--- src/awmd_pkg.sv ---
// shared types, constants and helpers for the alpha-weighted mip downsampler
package awmd_pkg;

	localparam logic [12:0] MAX_WIDTH   = 13'd4096;
	localparam logic [14:0] MAX_HEIGHT  = 15'd16384;
	localparam int          STORE_DEPTH = 4096 / 2;
	localparam int          FIFO_DEPTH  = 4;
	localparam int          DIV_STEPS   = 8;

	localparam logic CFG_SRC_WIDTH  = 1'b0;
	localparam logic CFG_SRC_HEIGHT = 1'b1;

	typedef struct packed {
		logic [7:0] in_red;
		logic [7:0] in_green;
		logic [7:0] in_blue;
		logic [7:0] in_alpha;
	} pixel_in_t;

	typedef struct packed {
		logic [7:0] out_red;
		logic [7:0] out_green;
		logic [7:0] out_blue;
		logic [7:0] out_alpha;
		logic       level_done;
	} pixel_out_t;

	// sums of two pixels (also used for one pixel)
	typedef struct packed {
		logic [8:0]  a;
		logic [16:0] r;
		logic [16:0] g;
		logic [16:0] b;
	} pair_t;

	// sums of four pixels plus end-of-level flag
	typedef struct packed {
		logic [9:0]  a;
		logic [17:0] r;
		logic [17:0] g;
		logic [17:0] b;
		logic        last;
	} total_t;

	typedef struct packed {
		logic        col_store;
		logic        row_store;
		logic        total;
		logic        w1;
		logic        h1;
		logic        last;
		logic [10:0] x;
	} front_ctl_t;

	// restoring divider state: partial remainder and numerator/quotient bits
	typedef struct packed {
		logic [9:0] rem;
		logic [7:0] bits;
	} div_t;

	function automatic div_t div_step(div_t d, logic [9:0] a);
		logic [10:0] t;
		logic        ge;
		logic [10:0] n;
		div_t        o;
		t = {d.rem, d.bits[7]};
		ge = (t >= {1'b0, a});
		n = ge ? (t - {1'b0, a}) : t;
		o.rem = n[9:0];
		o.bits = {d.bits[6:0], ge};
		return o;
	endfunction

endpackage

--- src/awmd_fifo.sv ---
// short queue of four-pixel sums between front and back
module awmd_fifo import awmd_pkg::*; (
	input  logic   clk,
	input  logic   arst_n,
	input  logic   push,
	input  total_t push_data,
	output logic   full,
	input  logic   pop,
	output total_t pop_data,
	output logic   empty
);

	total_t     mem [FIFO_DEPTH];
	logic [1:0] wr_q, rd_q;
	logic [2:0] cnt_q;

	assign full = (cnt_q == 3'(FIFO_DEPTH));
	assign empty = (cnt_q == 3'd0);
	assign pop_data = mem[rd_q];

	always_ff @(posedge clk) begin
		if (push) begin
			mem[wr_q] <= push_data;
		end
	end

	always_ff @(posedge clk or negedge arst_n) begin
		if (!arst_n) begin
			wr_q <= 2'd0;
			rd_q <= 2'd0;
			cnt_q <= 3'd0;
		end else begin
			if (push) begin
				wr_q <= wr_q + 2'd1;
			end
			if (pop) begin
				rd_q <= rd_q + 2'd1;
			end
			cnt_q <= cnt_q + {2'b0, push} - {2'b0, pop};
		end
	end

endmodule

--- config.mk ---
export PLATFORM = sky130hd
export DESIGN_NAME = awmd_fifo
export DESIGN_NICKNAME = d
export VERILOG_FILES = /design/src/awmd_pkg.sv /design/src/awmd_fifo.sv
export SDC_FILE = /design/constraint.sdc
export NUM_CORES = 1
export LEC_CHECK = 0
export BUFFER_PORTS_ARGS = -buffer_cell sky130_fd_sc_hd__buf_2
export CELL_PAD_IN_SITES_DETAIL_PLACEMENT = 1
export CELL_PAD_IN_SITES_GLOBAL_PLACEMENT = 1
export CORE_ASPECT_RATIO = 0.8
export CORE_MARGIN = 2
export CORE_UTILIZATION = 45
export CTS_CLUSTER_DIAMETER = 30
export DETAILED_ROUTE_END_ITERATION = 10
export PLACE_DENSITY_LB_ADDON = 0.1
export SKIP_LAST_GASP = 1
export SLEW_MARGIN = 20
export SYNTH_ARGS = -nofsm -noshare
export SYNTH_HDL_FRONTEND = slang
export SYNTH_SLANG_ARGS = --single-unit
--- constraint.sdc ---
create_clock -name clk -period 2.6 [get_ports clk]
set_input_delay 0.78 -clock clk [delete_from_list [all_inputs] [get_ports clk]]
set_output_delay 0.78 -clock clk [all_outputs]
set_load 0.02 [all_outputs]
Word-level counts from Yosys, hierarchy flattened
Memories as Yosys holds them, arrays and structs flattened.
Cells that the tools add are included.
{"block": "word_totals", "input_bits": 69, "word_cells": 12, "register_bits": 7, "latch_bits": 0, "mem_bits_rw": 260, "romBits": 0, "n_memories": 1}
{"memory": "mem", "depth": 4, "word_bits": 65, "read_ports": 1, "rd_ports_with_merged_regs": 0, "write_ports": 1, "line_no": "awmd_fifo.sv:13", "rtl": "total_t mem [FIFO_DEPTH];"}
{"block": "classes", "order_cmp": 0, "reduce_logical": 1, "n_addsub": 4, "n_bitwise": 0, "n_div": 0, "shifts": 0, "multipliers": 0, "n_eq_ne": 1, "muxes": 2}
{"op": "$add A2 B1 Y2 const B", "n": 2}
{"op": "$add A3 B1 Y3", "n": 1}
{"op": "$eq A3 B3 Y1 const B", "n": 1}
{"op": "$logic_not A3 Y1", "n": 1}
{"op": "$sub A3 B1 Y3", "n": 1}
{"op": "$mux W1", "n": 2}

Logic depth before layout (Yosys ltp)
Gate-level depths: netlist of run 1.
{"block": "depth", "depth_word": 2, "mapped_depth": 6, "ltp_nobuf": 6}

Worst setup path before layout of run 1
Ideal clock, no wire load.
{"block": "synth_path", "kind": "in2reg", "startpoint": "input port push", "endpoint": "memory mem[0][0] (netlist name), enable pin", "n_path_buf": 0, "path_stages": 1, "setup_time_ns": 0.430, "t_arrival_ns": 2.309, "slack_ns": -0.139, "required_time_ns": 2.170, "cell_sequence": "and2_1"}
{"block": "synth_via", "elab_chain_len": 2}
{"item": "start, declared", "line_no": "awmd_fifo.sv:5", "rtl": "input logic push,"}
{"item": "$mux W1", "line_no": "awmd_fifo.sv:22", "rtl": "if (push) begin"}
{"item": "$mux W1 (implied by the code)", "line_no": "awmd_fifo.sv:23", "rtl": "mem[wr_q] <= push_data;"}
{"item": "end, declared", "line_no": "awmd_fifo.sv:13"}
No other way between the ends.

==> impl_metrics.ini, run 1 <==
[synthesis]
ys_types = 18
yosysTopAreaCellShare_pct = 79.64
ys_ff_latch = 267
ys_warn_count = 0
ys_seq_area_share_pct = 81.43
syn_area_sq_mm = 0.009803
syn_avg_cell_area_sq_um = 26.21
synth_nets = 450
synth_edf_count = 260
synth.most_common_cell = edfxtp_1
synth_async_sr_flop_share_pct = 2.622
synth_area_leaders = edfxtp_1, mux4_2, dfrtp_1, buf_12, ha_1
synthTopCellsByCount = edfxtp_1, mux4_2, dfrtp_1
yosys_most_used_dff = edfxtp_1
syn-instance-count = 374
yosys.area.top_type = edfxtp_1

[sta]
worst_slew_pin_slew_ns = 0.3922
relSlewSlack_pct = 73.86
finalSetupTns_ns = -9.716
post-route-period-util_pct = 107.2
slew_viol_final = 0
fmax_ghz = 0.3587
worst_slack_ns = -0.1875
rsz0062_at_grt = true
fin_skew_ns = 0.01330
setup_viol = 65
hold_viol = 0
fin_crit_ns = 2.788

[drt]
wl_per_cell_um = 22.63
drt_iter0_markers = 326
via_per_inst = 5.165
ant_nets = 0
firstDrtPassIters = 4
routed_wl_mm = 20.03
drc = 0
via_count = 4571

[power]
clock_power_share_pct = 32.8
p_switching_mw = 5.044
pwr-share-comb_pct = 33.9
p_int_mw = 12.58
power.leakage_nw = 4.678
seqPwrFrac_pct = 33.3
switching_share_pct = 28.62
peakVddDrop_mv = 0.7163
p_per_area_mw_per_mm2 = 1337

[grt]
grt_pass1_wl_mm = 29.81
antenna_found_initial = 0
grt_max_degree = 36
met3_usage_pct = 4.454
use_met1_pct = 22.07
grt_use_met2_pct = 30.12
grt-ovfl-total = 0
grt_pass1_vias = 5192
grt_usage_pct = 17.40
busiest_layer = met2

[cts]
cts_made_buffers = 47
cts_sinks = 267
holdBufCountCts = 0
worstSkewPairLatency_ns = 0.51
cts_tree = built
cts-htree-levels = 2
clk_path_buf_depth = 3
path_clk_slew_ns = 0.05
cts_root_buffer = clkbuf_16

[setup_path]
cp-end-kind = primary output
cpMaxStageDelayCell = dfrtp_4
worst-r2r-setup-slack_ns = 0.96
crit_path_start_kind = register
cp_common_cell = buf_6
cp_max_fo = 5
cp_num_buf_inv = 4
cp_cell_sequence = buf_8 -> buf_6 -> buf_6 -> mux4_2 -> buf_6
path_depth = 5
reg2reg_depth = 4
arrival_ns = 2.01
setup.worst_path.class = register to primary output
cp_data_required_time_ns = 1.82
max_stage_delay_ns = 0.52
cp_top_family = buffers and inverters

[flow_run]
drv_cap = 0

[place]
place_hpwl_mm = 11.52
routabilityCongestion = 0.6687
port_buffers = 135

[floorplan]
dieWidth_um = 169.0
die_h_um = 136.0
dieArea_sq_mm = 0.02299
rows = 48
coreArea_sq_mm = 0.02150
start_util_pct = 45.59
io_pins = 136

[finish]
drive_above_1_share_pct = 50.08
final_util_pct = 61.28
syn2layout_area_growth_pct = 34.41
final_nets = 648

[run_status]
status = finished with violations
violations = setup timing

[min_path]
hold_path_class = primary input to asynchronous set/reset pin
[stage by stage]
stage / instances / worst slack, ns / power (mW) / hold WS, ns / area, sq um
2_1_floorplan: 374 / 0.5425 / 9.009 / 0.4844 / 9808
3_3_place_gp: 785 / 0.2694 / 10.52 / 0.5189 / 10980
3_5_place_dp: 785 / 0.2535 / 10.62 / 0.5256 / 10980
4_1_cts: 879 / -0.2168 / 16.85 / 0.07949 / 12690
5_1_grt: 884 / -0.2406 / 18.37 / 0.08787 / 13170
6_report: 885 / -0.1875 / 17.62 / 0.09629 / 13180
[final cells by class]
cell class / instances / area [sq um]
diodes: 1 / 2.502
clock buffers: 64 / 1292
clock inverters: 22 / 232.7
fillers: 1780 / 8324
inverters: 6 / 22.52
multi-input cells: 86 / 1662
flip-flops and latches: 267 / 7990
well taps: 275 / 344.1
repair buffers: 164 / 1630
[state kept, by name, summed over array words and instances, names as in the netlist]
name   count
cnt_q      3
rd_q       2
mem      260
wr_q       2
[cell families (layout without fill, tap and decap cells)]
logic type | after synthesis | after routing | synth area share [%]
xor gates and xnor gates | 5 | 5 | 0.4468
AOI/OAI and AO/OA | 1 | 1 | 0.05100
and+or+nand+nor | 8 | 8 | 0.4467
other | 0 | 1 | 0
buffers and inverters | 21 | 256 | 1.723
DFF | 267 | 267 | 81.43
muxes | 65 | 65 | 14.93
adders and majority gates | 7 | 7 | 0.9700
[per-layer routing]
metal	wire [um]	part of all wire, %
met1	8431	42
met2	10200	51
met3	1082	5.4
met4	316	1.6
met5	0	0
[timing repair]
action                     CTS  global route
setup endpoints to repair   65            65
buffers inserted             8             0
gates resized for setup     35           113
gates cloned                 0             5
[path summary, 6_finish.rpt]
kind	from	end
hold / removal	arst_n	rd_q[0]
setup reg to reg	wr_q[0]	mem[0][28]
setup / recovery	rd_q[0]	pop_data[7]
max in group asynchronous	arst_n	rd_q[1]
min in group clk	push_data[63]	mem[3][63]
hold reg to reg	wr_q[0]	wr_q[0]
[power by group through the flow]
stage	clock, mW	sequential [mW]	combinational, mW
floorplan	0	5.85	3.16
global placement	0	5.93	4.59
detailed placement	0	5.99	4.63
CTS	5.90	5.87	5.08
global route	6.08	5.93	6.36
finish	5.78	5.87	5.97
[layout by cell type, fill, tap and decap left out, drive strengths merged]
cell type  Yosys  layout
and2           4       4
and3           1       1
buf           13     159
bufinv         0       4
clkbuf         2      69
clkinv         0      14
clkinvlp       0       4
dfrtp          7       7
diode          0       1
edfxtp       260     260
fa             1       1
ha             6       6
inv            6       6
mux4          65      65
nand2          2       2
nor3           1       1
o21ai          1       1
xnor2          2       2
xor2           3       3
Note: power is estimated with default switching activity, not from simulation.
==> run 2: changes to the inputs <==
Settings changed: SKIP_LAST_GASP 1 to unset.
==> run 2 against run 1 <==
  * The run still ends with setup timing left
  * Routed wire length increased by 0.40%
  * Register-to-register slack about the same
  * Clock power about the same
  * Global-route usage unchanged
==> impl_metrics.ini, run 2 (same netlist as run 1, synthesis figures left out) <==
[drt]
via_per_inst = 5.155
routed_wl_mm = 20.11
drt_iter0_markers = 302
firstDrtPassIters = 6
ant_nets = 0
drc = 0
wl_per_cell_um = 22.75
via_count = 4557

[finish]
reg.largest.list = mem: 260 flops, cnt_q: 3 flops
final_common_cell = edfxtp_1
drive_above_1_share_pct = 50.08
diodes = 0
regMostFlops = mem
largest_register_ff_count = 260
syn2layout_area_growth_pct = 34.35
layout_common_cells = edfxtp_1, buf_2, buf_6
design_area_sq_mm = 0.01317
final_nets = 648

[run_status]
status = finished with violations
violations = setup timing

[sta]
hold_viol = 0
worst_slew_pin_slew_ns = 0.3980
fin_skew_ns = 0.01395
slew_viol_final = 0
setup_viol = 65
worst_slack_ns = -0.1868
post-route-period-util_pct = 107.2
holdWs_ns = 0.09466
rsz0062_at_grt = true
fmax_ghz = 0.3588
finalSetupTns_ns = -9.128
fin_crit_ns = 2.787
relSlewSlack_pct = 73.47

[grt]
grt-ovfl-total = 0
grt_pass1_vias = 5192
grt_usage_pct = 17.40
antenna_found_initial = 0
grt_pass1_wl_mm = 29.81
grt_max_degree = 36

[place]
routabilityCongestion = 0.6687
placed_area_sq_mm = 0.01098
port_buffers = 135
place_hpwl_mm = 11.52
detailedPlace.worstSlack_ns = 0.2535

[floorplan]
coreArea_sq_mm = 0.02150
dieWidth_um = 169.0
die_h_um = 136.0
io_pins = 136
dieArea_sq_mm = 0.02299
start_util_pct = 45.59
rows = 48

[power]
p_per_area_mw_per_mm2 = 1339
power.leakage_nw = 4.676
finalPower_mw = 17.63
peakVddDrop_mv = 0.7142

[cts]
cts-htree-levels = 2
cts_made_buffers = 47
cts_tree = built
cts_root_buffer = clkbuf_16
path_clk_slew_ns = 0.05
clk_path_buf_depth = 3
cts_sinks = 267
holdBufCountCts = 0
worstSkewPairLatency_ns = 0.51

[setup_path]
crit_path_start_kind = register
cp_data_required_time_ns = 1.82
cp_max_fo = 6
arrival_ns = 2.01
cp-end-kind = primary output
setup.worst_path.class = register to primary output

[flow_run]
drv_cap = 0

[min_path]
hold_path_class = primary input to asynchronous set/reset pin
-- run 2: per-layer routing --
metal  share of wire, %  global-route usage (%)  routed length (um)
met1                 41                   22.07                8254
met5                  0                       0                   0
met4                1.5                   4.843                 298
met2                 51                   30.12               10310
met3                6.2                   4.454                1247
-- run 2: cell type report --
class | instances | area, sq um
fill | 1779 | 8330
sequential | 267 | 7990
multi-input combinational | 86 | 1662
timing repair buffer | 164 | 1627
clock buffer | 64 | 1292
tap | 275 | 344.1
clock inverter | 22 | 232.7
inverter | 6 | 22.52
-- run 2: what timing repair did --
action,in CTS,in global routing
setup endpoints to repair,65,65
buffers inserted,8,0
endpoints found under the hold margin,0,0
cloned,0,5
gates resized for setup,39,108
-- run 2: worst max-delay path, cell delays in order (launching register included) --
cell	delay, ns
dfrtp_4	0.46
clkbuf_16	0.19
clkbuf_16	0.17
mux4_2	0.52
buf_6	0.15
-- run 2: stage by stage --
step                      util, %  cells
after floorplan                 -    374
after CTS                   59.08    879
after global routing        61.25    884
final                       61.25    884
after global placement      51.05    785
after detailed placement    51.05    785
-- run 2: final timing paths --
check	depth (start not counted)	endpoint	startpoint	slack, ns
max	4	pop_data[19]	rd_q[0]	-0.19
max in group asynchronous	1	rd_q[1]	arst_n	2.32
min	1	rd_q[0]	arst_n	0.09
max reg2reg	4	mem[0][28]	wr_q[0]	0.95
min reg2reg	1	wr_q[0]	wr_q[0]	0.54
min in group clk	1	mem[0][54]	push_data[54]	0.48
-- run 2: where the power goes --
part / leakage [nW] / switching [mW] / internal (mW)
clock network: 0.736 / 1.92 / 3.86
logic: 1.47 / 2.92 / 3.06
registers: 2.47 / 0.219 / 5.65
