**src/awmd_pkg.sv**
```systemverilog
// shared types, constants and helpers for the alpha-weighted mip downsampler
package awmd_pkg;

	localparam logic [12:0] MAX_WIDTH   = 13'd4096;
	localparam logic [14:0] MAX_HEIGHT  = 15'd16384;
	localparam int          STORE_DEPTH = 4096 / 2;
	localparam int          FIFO_DEPTH  = 4;
	localparam int          DIV_STEPS   = 8;

	localparam logic CFG_SRC_WIDTH  = 1'b0;
	localparam logic CFG_SRC_HEIGHT = 1'b1;

	typedef struct packed {
		logic [7:0] in_red;
		logic [7:0] in_green;
		logic [7:0] in_blue;
		logic [7:0] in_alpha;
	} pixel_in_t;

	typedef struct packed {
		logic [7:0] out_red;
		logic [7:0] out_green;
		logic [7:0] out_blue;
		logic [7:0] out_alpha;
		logic       level_done;
	} pixel_out_t;

	// sums of two pixels (also used for one pixel)
	typedef struct packed {
		logic [8:0]  a;
		logic [16:0] r;
		logic [16:0] g;
		logic [16:0] b;
	} pair_t;

	// sums of four pixels plus end-of-level flag
	typedef struct packed {
		logic [9:0]  a;
		logic [17:0] r;
		logic [17:0] g;
		logic [17:0] b;
		logic        last;
	} total_t;

	typedef struct packed {
		logic        col_store;
		logic        row_store;
		logic        total;
		logic        w1;
		logic        h1;
		logic        last;
		logic [10:0] x;
	} front_ctl_t;

	// restoring divider state: partial remainder and numerator/quotient bits
	typedef struct packed {
		logic [9:0] rem;
		logic [7:0] bits;
	} div_t;

	function automatic div_t div_step(div_t d, logic [9:0] a);
		logic [10:0] t;
		logic        ge;
		logic [10:0] n;
		div_t        o;
		t = {d.rem, d.bits[7]};
		ge = (t >= {1'b0, a});
		n = ge ? (t - {1'b0, a}) : t;
		o.rem = n[9:0];
		o.bits = {d.bits[6:0], ge};
		return o;
	endfunction

endpackage

```
**src/awmd_back.sv**
```systemverilog
// back end: pipelined restoring dividers for the weighted colors, output register
module awmd_back import awmd_pkg::*; (
	input  logic       clk,
	input  logic       arst_n,
	input  logic       empty,
	input  total_t     pop_data,
	output logic       pop,
	output logic       dst_valid,
	input  logic       dst_stall,
	output pixel_out_t dst_pixel
);

	logic        vld_s [DIV_STEPS+1];
	logic [9:0]  a_s   [DIV_STEPS+1];
	logic        last_s [DIV_STEPS+1];
	div_t        red_s [DIV_STEPS+1];
	div_t        grn_s [DIV_STEPS+1];
	div_t        blu_s [DIV_STEPS+1];
	logic        dst_valid_q;
	pixel_out_t  dst_pixel_q;
	logic        en;
	logic [17:0] half;
	logic [17:0] nr, ng, nb;
	logic [9:0]  a_rnd;
	logic        az;

	assign en = !(dst_valid_q && dst_stall);
	assign pop = !empty && en;
	assign dst_valid = dst_valid_q;
	assign dst_pixel = dst_pixel_q;

	always_comb begin
		half = {9'd0, pop_data.a[9:1]};
		nr = pop_data.r + half;
		ng = pop_data.g + half;
		nb = pop_data.b + half;
		a_rnd = a_s[DIV_STEPS] + 10'd2;
		az = (a_s[DIV_STEPS] == 10'd0);
	end

	always_ff @(posedge clk or negedge arst_n) begin
		if (!arst_n) begin
			for (int k = 0; k <= DIV_STEPS; k++) begin
				vld_s[k] <= 1'b0;
			end
			dst_valid_q <= 1'b0;
		end else if (en) begin
			vld_s[0] <= pop;
			for (int k = 1; k <= DIV_STEPS; k++) begin
				vld_s[k] <= vld_s[k-1];
			end
			dst_valid_q <= vld_s[DIV_STEPS];
		end
	end

	always_ff @(posedge clk) begin
		if (en) begin
			a_s[0] <= pop_data.a;
			last_s[0] <= pop_data.last;
			red_s[0] <= '{rem: nr[17:8], bits: nr[7:0]};
			grn_s[0] <= '{rem: ng[17:8], bits: ng[7:0]};
			blu_s[0] <= '{rem: nb[17:8], bits: nb[7:0]};
			for (int k = 1; k <= DIV_STEPS; k++) begin
				a_s[k] <= a_s[k-1];
				last_s[k] <= last_s[k-1];
				red_s[k] <= div_step(red_s[k-1], a_s[k-1]);
				grn_s[k] <= div_step(grn_s[k-1], a_s[k-1]);
				blu_s[k] <= div_step(blu_s[k-1], a_s[k-1]);
			end
			dst_pixel_q.out_red <= az ? 8'd0 : red_s[DIV_STEPS].bits;
			dst_pixel_q.out_green <= az ? 8'd0 : grn_s[DIV_STEPS].bits;
			dst_pixel_q.out_blue <= az ? 8'd0 : blu_s[DIV_STEPS].bits;
			dst_pixel_q.out_alpha <= a_rnd[9:2];
			dst_pixel_q.level_done <= last_s[DIV_STEPS];
		end
	end

endmodule

```
**config.mk**
```make
export PLATFORM = sky130hd
export DESIGN_NAME = awmd_back
export DESIGN_NICKNAME = d
export VERILOG_FILES = /design/src/awmd_pkg.sv /design/src/awmd_back.sv
export SDC_FILE = /design/constraint.sdc
export NUM_CORES = 1
export LEC_CHECK = 0
export BUFFER_PORTS_ARGS = -buffer_cell sky130_fd_sc_hd__buf_2
export CORE_UTILIZATION = 63
export DETAILED_ROUTE_END_ITERATION = 10
export PLACE_DENSITY = 0.81
export SLEW_MARGIN = 20
export SYNTH_ARGS = -nofsm -noshare
export SYNTH_HDL_FRONTEND = slang
export SYNTH_SLANG_ARGS = --single-unit
```
**constraint.sdc**
```tcl
create_clock -name clk -period 15.91 [get_ports clk]
set_input_delay 0.7955 -clock clk [delete_from_list [all_inputs] [get_ports clk]]
set_output_delay 0.7955 -clock clk [all_outputs]
set_load 0.01 [all_outputs]
```
* Word level (Yosys, flattened, before mapping)
Memories as Yosys holds them, arrays and structs flattened. A register that Yosys moved wholly into a read port is not among the register bits.
Index checks and enable logic that the tools add are counted.
** Storage, ports and cells
- Output and inout port bits :: 35
- Memories kept :: 5
- Bits in read-only memories :: 0
- Flip-flop bits (word level) :: 18
- Bits in writable memories :: 585
- Input bits :: 69
- Latch bits :: 0
** Memories
- blu_s :: words 9, width 18, rd ports 9, clocked after Yosys merged registers in 1, wr ports 9, line awmd_back.sv:18 : div_t blu_s [DIV_STEPS+1];
- grn_s :: words 9, width 18, rd ports 9, clocked after Yosys merged registers in 1, wr ports 9, line awmd_back.sv:17 : div_t grn_s [DIV_STEPS+1];
- red_s :: words 9, width 18, rd ports 9, clocked after Yosys merged registers in 1, wr ports 9, line awmd_back.sv:16 : div_t red_s [DIV_STEPS+1];
- a_s :: words 9, width 10, rd ports 9, clocked after Yosys merged registers in 0, wr ports 9, line awmd_back.sv:14 : logic [9:0] a_s [DIV_STEPS+1];
- last_s :: words 9, width 1, rd ports 9, clocked after Yosys merged registers in 1, wr ports 9, line awmd_back.sv:15 : logic last_s [DIV_STEPS+1];
** Operators by class
- Shift-type cells :: 0
- Multipliers :: 0
- Reduce and logical (&&, ||, !) cells :: 9
- Add/subtract/negate cells :: 28
- Multiplexer cells :: 25
- Bitwise logic cells :: 0
- Order comparisons :: 24
- Eq/ne operators :: 0
- Divide/modulo/power cells :: 0
** Operators with widths (count)
- $ge 11x10->1 :: 24
- $mux 10 :: 24
- $sub 10x10->10 :: 24
- $add 18x9->18 :: 3
- $add 10x2->10 const B :: 1
- $logic_not 10->1 :: 1
- $logic_not 1->1 :: 6
- $logic_and 1x1->1 :: 2
- $mux 1 :: 1

* Depth between registers and ports, before layout
Gate-level depths: netlist of run 1.
- Depth after elaboration :: 3
- Mapped depth :: 10
- Depth with buffers taken out :: 10

* Worst setup path after synthesis of run 1
Ideal clock, no wire load.
- Path kind :: input port to flip-flop
- Start point :: input dst_stall
- End point :: register vld_s[0] (netlist name)
- Arrival :: 15026 ps
- Required time :: 15776 ps
- Path slack :: 749 ps
- Stages :: 2
- Path buffers :: 0
- Cell sequence :: nand2_1 > mux2_2
** On the way
- Word-level cells in the longest chain between the ends :: 1
** RTL lines
- from (decl) :: line awmd_back.sv:9 : input logic dst_stall,
- $logic_and 1x1->1 :: line awmd_back.sv:27 : assign en = !(dst_valid_q && dst_stall);
- to (signal, indexed assignment) :: line awmd_back.sv:50 : vld_s[k] <= vld_s[k-1];
- to (decl) :: line awmd_back.sv:13 : logic vld_s [DIV_STEPS+1];
Every way passes these cells.
A chain may end at the register's enable or synchronous reset.

==> impl_metrics.json, run 1 <==
{
  "postCtsHoldBufs": 0,
  "syn_area_um2": 32600,
  "rows": 82,
  "status": "finished, final reports clean",
  "initial_core_util_pct": 64.4,
  "synth_flop_cell": "edfxtp_1",
  "cts_setup_buffers": 0,
  "setup_viol": 0,
  "synth_area_per_cell_um2": 13.4,
  "critPathLaunch": "grn_s[6][10]",
  "grt_overflow_total": 0,
  "hp-class": "input pin to asynchronous set/reset pin",
  "ys_ff_latch": 598,
  "r2r-end": "grn_s[7][17]",
  "drtIter0Drc": 1262,
  "clock-sinks": 598,
  "fp.dieW_um": 229,
  "grt_pass1_vias": 19682,
  "cp_data_required_time_ns": 16.28,
  "ios": 104,
  "ir_worst_vdd_mv": 0.124,
  "maxSlewHeadroom_pct": 28.1,
  "critPathKind": "register to register",
  "fin_nets": 2930,
  "hold_viol": 0,
  "fin_hold_ws_ns": 0.0306,
  "clk_latency_ns": 0.63,
  "rsz0062_at_grt": "false",
  "crit_end": "grn_s[7][17]",
  "timing.rr.start": "grn_s[6][10]",
  "cp.arrival_ns": 3.29,
  "dp.cells": 3178,
  "power_density_nw_per_um2": 262,
  "cts_max_level": 2,
  "path_max_fanout": 11,
  "finalWirelength_mm": 64.4,
  "synth-compound-area-share_pct": 9.11,
  "yosysWarnings": 0,
  "hpwlAfterDp_mm": 49.0,
  "syn_nets": 2785,
  "reg2regPathDepth": 7,
  "cts_buffer_depth": 3,
  "skew_ns": 0.0317,
  "end_kind": "register",
  "tightest_slew_ns": 1.08,
  "antenna_found_initial": 0,
  "grt_use_total_pct": 24.6,
  "die_area_um2": 52700,
  "globalplace.congestion": 0.929,
  "cts_tree": "yes",
  "antenna_cells": 0,
  "portBuffers": 103,
  "cp_cell_sequence": "ha_1, and2_1, nor2b_1, nand4_1, a21oi_1, or4_4, mux2_2",
  "vias": 19323,
  "synthTopCellsByArea": "edfxtp_1 54%, ha_1 10%, mux2_4 6.6%",
  "post_cts_resized": 0,
  "synthAdderAreaFrac_pct": 11.8,
  "cp_slowest_cell": "edfxtp_1",
  "drc_errors": 0,
  "cpPeakStageDelay_ns": 0.50,
  "areaGrowthSynthToFinish_pct": 9.55,
  "min_period_over_period_pct": 18.3,
  "synthMuxAreaShare_pct": 8.52,
  "synth_top_family_by_area": "adder cells",
  "start_kind": "register",
  "cts_made_buffers": 61,
  "yosysSeqAreaShare_pct": 54.9,
  "drtPass1Iterations": 5,
  "fin_crit_ns": 2.91,
  "fp.dieH_um": 229,
  "wl_per_cell_um": 19.6,
  "core_area_um2": 50600,
  "grt_first_pass_wirelength_mm": 101,
  "synth_edf_count": 588,
  "utilization_pct": 70.6,
  "synth_cells": 2424,
  "path_clk_slew_ns": 0.06,
  "synthDistinctLibCells": 56,
  "leakage_nw": 14.5,
  "setup-tns-final_ns": 0,
  "finalMaxSlewViolations": 0,
  "ys_async_sr_fraction_pct": 1.67,
  "cap_violations": 0,
  "yosys.area_share.simple_pct": 7.81,
  "drive_gt1_share_pct": 16.7,
  "vias_per_cell": 5.88,
  "yosys.area.top_type": "edfxtp_1",
  "synth_xor_xnor_area_share_pct": 5.16,
  "netlist.area_leader.share_pct": 54.2,
  "grt_max_degree": 189,
  "ant_nets": 0,
  "clock-root-buffer": "clkbuf_16",
  "ys_top_cells_by_count": "588 x edfxtp_1, 268 x ha_1, 172 x inv_1, 152 x a21oi_1, 144 x mux2_4",
  "r2r_slack_ns": 13.00,
  "yosysMostFrequentCell": "edfxtp_1",
  "layoutNonFillerInstCount": 3288,
  "timing.fmax_mhz": 343
}
## critical path, delay by kind of cell (launching register included)
family                     cells  cell delay, ns
AOI/OAI and AO/OA              1            0.27
adders and majority gates      1            0.39
DFF                            1            0.50
muxes                          1            0.37
and+or+nand+nor                4            1.13
## kinds of logic (layout without fill, tap and decap cells)
kind of cell | Yosys count | count (layout)
AND/OR/NAND/NOR | 494 | 494
multiplexers | 201 | 201
flip-flops | 598 | 598
AO/OA/AOI/OAI | 449 | 449
XOR/XNOR | 192 | 192
buffers and inverters | 198 | 390
adder cells (fa/ha/maj) | 292 | 292
## worst min-delay path by stage
stage,cells after the start,end,startpoint
2_1_floorplan,0,blu_s[1][1],blu_s[0][0]
3_3_place_gp,0,blu_s[4][3],blu_s[3][2]
3_5_place_dp,0,blu_s[1][1],blu_s[0][0]
4_1_cts,1,vld_s[8],arst_n
5_1_grt,1,vld_s[8],arst_n
6_report,1,vld_s[8],arst_n
## registers in the layout, indices dropped and copies added, names as in the netlist
register,cells
last_s,9
vld_s,9
grn_s,152
dst_pixel,33
red_s,152
a_s,90
dst_valid,1
blu_s,152
## cells in the final DEF, fill, tap and decap left out, drive strengths merged, types with 10 or more instances in the layout
| cell | count |
|---|---|
| nand3 | 35 |
| nand3b | 17 |
| inv | 175 |
| mux2 | 181 |
| buf | 108 |
| a21oi | 187 |
| o21ai | 65 |
| edfxtp | 588 |
| and2 | 29 |
| o2111ai | 21 |
| dfrtp | 10 |
| a21o | 45 |
| fa | 24 |
| mux2i | 20 |
| o21a | 24 |
| clkbuf | 79 |
| nor2 | 142 |
| nor2b | 61 |
| xor2 | 80 |
| nor3 | 10 |
| xnor2 | 112 |
| clkinv | 20 |
| ha | 268 |
| o221ai | 18 |
| nand4 | 47 |
| or4 | 18 |
| nand2 | 106 |
| a211oi | 47 |
## layout make-up
class | count | area [µm²]
fill | 3360 | 14900
clock inverter | 31 | 285
tap | 672 | 841
sequential | 598 | 17900
timing repair buffer | 108 | 582
multi-input combinational | 1628 | 13800
clock buffer | 79 | 1640
inverter | 172 | 646
## per-layer routing
layer	share of wire [%]	vias up	wire length (µm)	GRT usage, %
li1	-	9407	-	-
met4	4.2	0	2680	10.7
met2	53	448	33800	45.2
met1	40	9324	25600	28.3
met3	3.5	144	2240	3.44
met5	0	-	0	0
## where the power goes
group | total (mW) | internal, mW | leakage [nW] | switching [mW]
registers | 3.23 | 2.86 | 5.97 | 0.365
clock network | 1.38 | 0.801 | 0.932 | 0.577
logic | 4.76 | 2.35 | 7.62 | 2.41
## stage by stage
step,setup WS [ns],area [µm²],total power [mW]
after floorplan,0.749,32600,7.21
after global placement,12.47,33800,7.79
after detailed placement,12.43,33800,7.97
after CTS,13.07,35700,9.39
after global routing,12.93,35700,9.95
final,13.00,35700,9.37
No activity file was read; power rests on OpenSTA's default activity.
==> run 2, diff against run 1 <==
ABC_AREA = 1   (was default)
PLACE_DENSITY = 0.8   (was 0.81)
clock period = 2.71 ns   (was 15.91 ns; I/O delays follow)
==> run 2 against run 1 <==
Effect of this change:
- synthesized cell count grew 69%
- critical path depth grew 4
- area after synthesis grew 9.0%
- sequential cell count is the same
- via count grew 37%
- final area grew 11%
- sequential share of layout area shrank 4.9 points
- non-clock buffer count grew 63
- global-route usage grew 3.4 points
- largest cell class unchanged
==> impl_metrics.json, run 2 <==
{
  "clock-sinks": 598,
  "drc_errors": 0,
  "fin_nets": 4661,
  "grt_pass1_vias": 26145,
  "ant_nets": 0,
  "seq_area_um2": 17900,
  "cts_buffer_depth": 3,
  "ys_async_sr_fraction_pct": 1.67,
  "hold_viol": 0,
  "finalMaxSlewViolations": 0,
  "ys_ff_latch": 598,
  "drtPass1Iterations": 6,
  "ys_top_cells_by_count": "1502 x nand2_1, 588 x edfxtp_1, 587 x inv_1, 363 x nand3_1, 270 x nor2_1",
  "yosysWarnings": 0,
  "synth_area_per_cell_um2": 8.69,
  "cap_violations": 0,
  "vias": 26562,
  "synth_cells": 4093,
  "fin_crit_ns": 2.43,
  "cp_data_required_time_ns": 3.21,
  "portBuffers": 103,
  "post_cts_resized": 0,
  "cts_max_level": 2,
  "finalWirelength_mm": 78.6,
  "layoutNonFillerInstCount": 5099,
  "multi_input_area_um2": 15100,
  "setup_viol": 0,
  "drive_gt1_share_pct": 6.76,
  "skew_ns": 0.0280,
  "core_area_um2": 55400,
  "drtIter0Drc": 1670,
  "synth_flop_cell": "edfxtp_1",
  "min_period_over_period_pct": 89.6,
  "antenna_found_initial": 2,
  "initial_core_util_pct": 64.1,
  "top_regs": "blu_s: 152 flops, grn_s: 152 flops, red_s: 152 flops",
  "cts_made_buffers": 60,
  "hpwlAfterDp_mm": 61.0,
  "end_kind": "register",
  "rows": 86,
  "yosys.area.top_type": "edfxtp_1",
  "setup-tns-final_ns": 0,
  "start_kind": "register",
  "fp.dieW_um": 240,
  "cts_tree": "yes",
  "synth_edf_count": 588,
  "synthTopCellsByArea": "edfxtp_1 50%, nand2_1 16%, ha_1 9.4%",
  "synthDistinctLibCells": 37,
  "maxSlewHeadroom_pct": 50.3,
  "fp.dieH_um": 240,
  "tightest_slew_ns": 0.746,
  "grt_overflow_total": 0,
  "final_common_cell": "nand2_1",
  "yosysSeqAreaShare_pct": 50.4,
  "yosysMostFrequentCell": "nand2_1",
  "grt_use_total_pct": 28.0,
  "netlist.area_leader.share_pct": 49.7,
  "die_area_um2": 57400,
  "dp.cells": 4934,
  "grt_max_degree": 128,
  "cp.arrival_ns": 2.93,
  "clk_latency_ns": 0.65,
  "path_clk_slew_ns": 0.06,
  "grt_first_pass_wirelength_mm": 126,
  "wl_per_cell_um": 15.4,
  "path_max_fanout": 13,
  "status": "finished, final reports clean",
  "syn_area_um2": 35500,
  "timing.fmax_mhz": 412,
  "globalplace.congestion": 0.992,
  "mostFrequentLayoutCells": "1501 x nand2_1, 588 x edfxtp_1, 587 x inv_1, 363 x nand3_1, 270 x nor2_1",
  "fillers": 4226,
  "critPathKind": "register to register",
  "hp-class": "input pin to register",
  "vias_per_cell": 5.21,
  "rsz0062_at_grt": "false",
  "clock-root-buffer": "clkbuf_16",
  "syn_nets": 4454,
  "ios": 104,
  "areaGrowthSynthToFinish_pct": 11.4
}
-- run 2: changes by cell type in the layout (fill, tap and decap cells not counted), sizes merged, moves of 63 or more --
cell,previous run,this run
a21oi,187,124
nor2,142,271
nand2,106,1517
xnor2,112,4
inv,175,608
mux2,181,0
nand3,35,368
-- run 2: path summary, 6_finish.rpt --
| check | depth (start not counted) | to | from | slack, ns |
|---|---|---|---|---|
| hold / removal | 3 | blu_s[0][2] | pop_data[3] | 0.03 |
| setup / recovery | 11 | blu_s[3][14] | a_s[2][6] | 0.28 |
| setup reg to reg | 11 | blu_s[3][14] | a_s[2][6] | 0.28 |
| max in group asynchronous | 3 | vld_s[4] | arst_n | 1.87 |
| min in group asynchronous | 3 | vld_s[2] | arst_n | 0.52 |
| hold reg to reg | 0 | red_s[5][2] | red_s[4][1] | 0.41 |
-- run 2: critical path, stage by stage, from the launching register on --
cell and delay, ns:
edfxtp_1 0.43, inv_1 0.25, ha_1 0.34, nand2_1 0.14
inv_1 0.05, a21oi_1 0.17, nand2_1 0.09, nand2_1 0.06
nand2_1 0.30, inv_2 0.28, nand2_1 0.08, nand2_1 0.08
-- run 2: layout make-up --
type                       instances  area share [%]
antenna                            1         0.00632
clock buffer                      73            4.18
clock inverter                    39            1.09
inverter                         608            5.76
multi-input combinational       2861            38.2
sequential                       598            45.2
tap                              748            2.36
timing repair buffer             171            3.14
-- run 2: cell families (layout without fill, tap and decap cells) --
logic type / count (synthesis) / in the layout / share of synthesized area (%)
DFF: 598 / 598 / 50.4
other: 0 / 1 / 0
adders and majority gates: 292 / 292 / 10.8
and+or+nand+nor: 2287 / 2287 / 26.6
AOI/OAI and AO/OA: 188 / 188 / 2.83
buffers and inverters: 634 / 891 / 7.07
xor gates and xnor gates: 94 / 94 / 2.32
-- run 2: repair_timing --
action                    in CTS  in global routing
hold buffers                  52                  0
hold endpoints to repair      63                  0
buffers inserted               0                  0
-- run 2: per-layer routing --
| layer | share of wire, % | wire, µm | track usage, % |
|---|---|---|---|
| met1 | 38 | 29600 | 29.2 |
| met2 | 52 | 41000 | 52.7 |
| met3 | 3.5 | 2780 | 3.65 |
| met4 | 6.6 | 5200 | 17.6 |
| met5 | 0.017 | 13 | 0 |
-- run 2: per-stage QoR --
stage | utilization [%] | instance area [µm²] | hold WS (ns) | setup WS (ns)
after global placement | 66.8 | 37000 | 0.00391 | 0.327
after global routing | 71.5 | 39600 | 0.0420 | 0.0607
after detailed placement | 66.8 | 37000 | 0.00441 | 0.321
after CTS | 71.5 | 39600 | 0.00725 | 0.275
final | 71.5 | 39600 | 0.0275 | 0.282
after floorplan | - | 35600 | -0.160 | 0.223
Power of run 2 is not shown: default switching activity piles up to over one toggle a cycle in this logic, so the estimate is an artifact.
==> run 3, diff against run 2 <==
CORE_MARGIN = 10   (was default)
==> run 3 against run 2 <==
Effect of this change:
- via count grew 1.1%
- sequential share of layout area down 0.22 points
- clock skew decreased by 0.010 ns
- critical endpoint is now red_s[2][12]
- final area is 0.49% higher
- final cell count rose by 0.27%
- highest routed layer is now met4
==> impl_metrics.json, run 3 (synthesized netlist as in run 2, its figures left out) <==
{
  "hold_path_end": "blu_s[0][2]",
  "grt_max_degree": 103,
  "fp.dieH_um": 258,
  "status": "finished, final reports clean",
  "seq_area_um2": 17900,
  "fin_nets": 4667,
  "drc_errors": 0,
  "clock-sinks": 598,
  "timing.rr.start": "a_s[1][6]",
  "whs_path_depth": 3,
  "drtPass1Iterations": 8,
  "portBuffers": 103,
  "end_kind": "register",
  "grt_overflow_total": 0,
  "dp.cells": 4947,
  "top_regs": "blu_s: 152 flops, grn_s: 152 flops, red_s: 152 flops",
  "multi_input_area_um2": 15100,
  "cap_violations": 0,
  "hold_viol": 0,
  "path_clk_slew_ns": 0.06,
  "start_kind": "register",
  "core_area_um2": 56200,
  "reg2regPathDepth": 11,
  "tightest_slew_ns": 0.609,
  "rsz0062_at_grt": "false",
  "drive_gt1_share_pct": 6.93,
  "cpPeakStageDelay_ns": 0.41,
  "cpMostUsedCell": "nand2_1",
  "min_period_over_period_pct": 90.5,
  "clk_latency_ns": 0.61,
  "antenna_cells": 0,
  "cts_made_buffers": 67,
  "vias_per_cell": 5.25,
  "clock-root-buffer": "clkbuf_16",
  "fp.dieW_um": 258,
  "wl_per_cell_um": 15.9,
  "r2r_slack_ns": 0.26,
  "initial_core_util_pct": 63.3,
  "fin_hold_ws_ns": 0.0676,
  "grt_use_total_pct": 24.1,
  "finalMaxSlewViolations": 0,
  "vias": 26852,
  "timing.fmax_mhz": 408,
  "cp_top_family": "simple AND/OR/NAND/NOR gates",
  "cp_slowest_cell": "edfxtp_1",
  "die_area_um2": 66300,
  "cts_tree": "yes",
  "cp.arrival_ns": 2.91,
  "utilization_pct": 70.8,
  "areaGrowthSynthToFinish_pct": 11.9,
  "path_max_fanout": 13,
  "setup-tns-final_ns": 0,
  "r2r-end": "red_s[2][12]",
  "ios": 104,
  "cts_buffer_depth": 3,
  "finalWirelength_mm": 81.1,
  "grt_first_pass_wirelength_mm": 129,
  "maxSlewHeadroom_pct": 59.0,
  "hp-class": "input pin to register",
  "cp_num_buf_inv": 3,
  "cts_max_level": 3,
  "cp_data_required_time_ns": 3.17,
  "rows": 87,
  "mostFrequentLayoutCells": "1501 x nand2_1, 588 x edfxtp_1, 587 x inv_1, 363 x nand3_1, 270 x nor2_1",
  "setup_viol": 0,
  "final_common_cell": "nand2_1",
  "grt_pass1_vias": 26089,
  "fin_crit_ns": 2.45,
  "ant_nets": 0,
  "fillers": 4308,
  "skew_ns": 0.0180,
  "layoutNonFillerInstCount": 5113,
  "antenna_found_initial": 0,
  "hpwlAfterDp_mm": 62.8,
  "cp_cell_sequence": "inv_1, ha_1, nand2_1, inv_1, a21oi_1, nand2_1, nand2_1, nand2_1, inv_2, nand2_1, nand2_1",
  "globalplace.congestion": 0.994,
  "drtIter0Drc": 1679,
  "critPathKind": "register to register",
  "min_from": "pop_data[3]"
}
## run 3: cell types whose count changed in the layout (fill, tap and decap cells not counted), moves of 4 or more
cell,before,now
clkbuf_1,7,11
clkbuf_16,64,69
clkinv_2,15,9
dlygate4sd3_1,52,46
inv_6,0,4
## run 3: metrics by stage
| step | instance area, µm² | setup slack, ns |
|---|---|---|
| floorplan | 35600 | 0.223 |
| finish | 39800 | 0.258 |
| detailed placement | 37100 | 0.311 |
| global placement | 37100 | 0.386 |
| global route | 39800 | 0.0674 |
| CTS | 39800 | 0.297 |
## run 3: worst max-delay path by stage
stage,from,to,slack [ns],cells past startpoint
floorplan,dst_valid,a_s[0][0],0.22,2
global placement,grn_s[6][12],grn_s[7][17],0.39,9
detailed placement,grn_s[6][12],grn_s[7][11],0.31,9
CTS,grn_s[6][12],grn_s[7][11],0.30,9
global route,a_s[1][1],grn_s[2][14],0.07,11
finish,a_s[1][6],red_s[2][12],0.26,11
## run 3: cell type report
type / instances / area share [%]
multi-input combinational: 2861 / 38.1
clock inverter: 40 / 1.26
inverter: 608 / 5.74
clock buffer: 80 / 4.44
sequential: 598 / 45.0
timing repair buffer: 170 / 3.13
tap: 756 / 2.38
## run 3: worst register-to-register path: stages, from the launching register on
cell and delay (ns):
edfxtp_1 0.41, inv_1 0.27, ha_1 0.34, nand2_1 0.16, inv_1 0.07, a21oi_1 0.18
nand2_1 0.11, nand2_1 0.06, nand2_1 0.28, inv_2 0.27, nand2_1 0.08, nand2_1 0.08
## run 3: routing by layer
metal	vias up	part of all wire (%)	global-route usage (%)
li1	13768	-	-
met1	12083	37	24.6
met2	716	51	44.8
met3	285	3.7	3.26
met4	0	7.6	17.4
met5	-	0	0
## run 3: timing repair
action	CTS	global route
endpoints found under the hold margin	61	0
resized for setup	0	0
setup buffers	0	0
hold buffers	46	0
Power of run 3 is left out for the same reason.
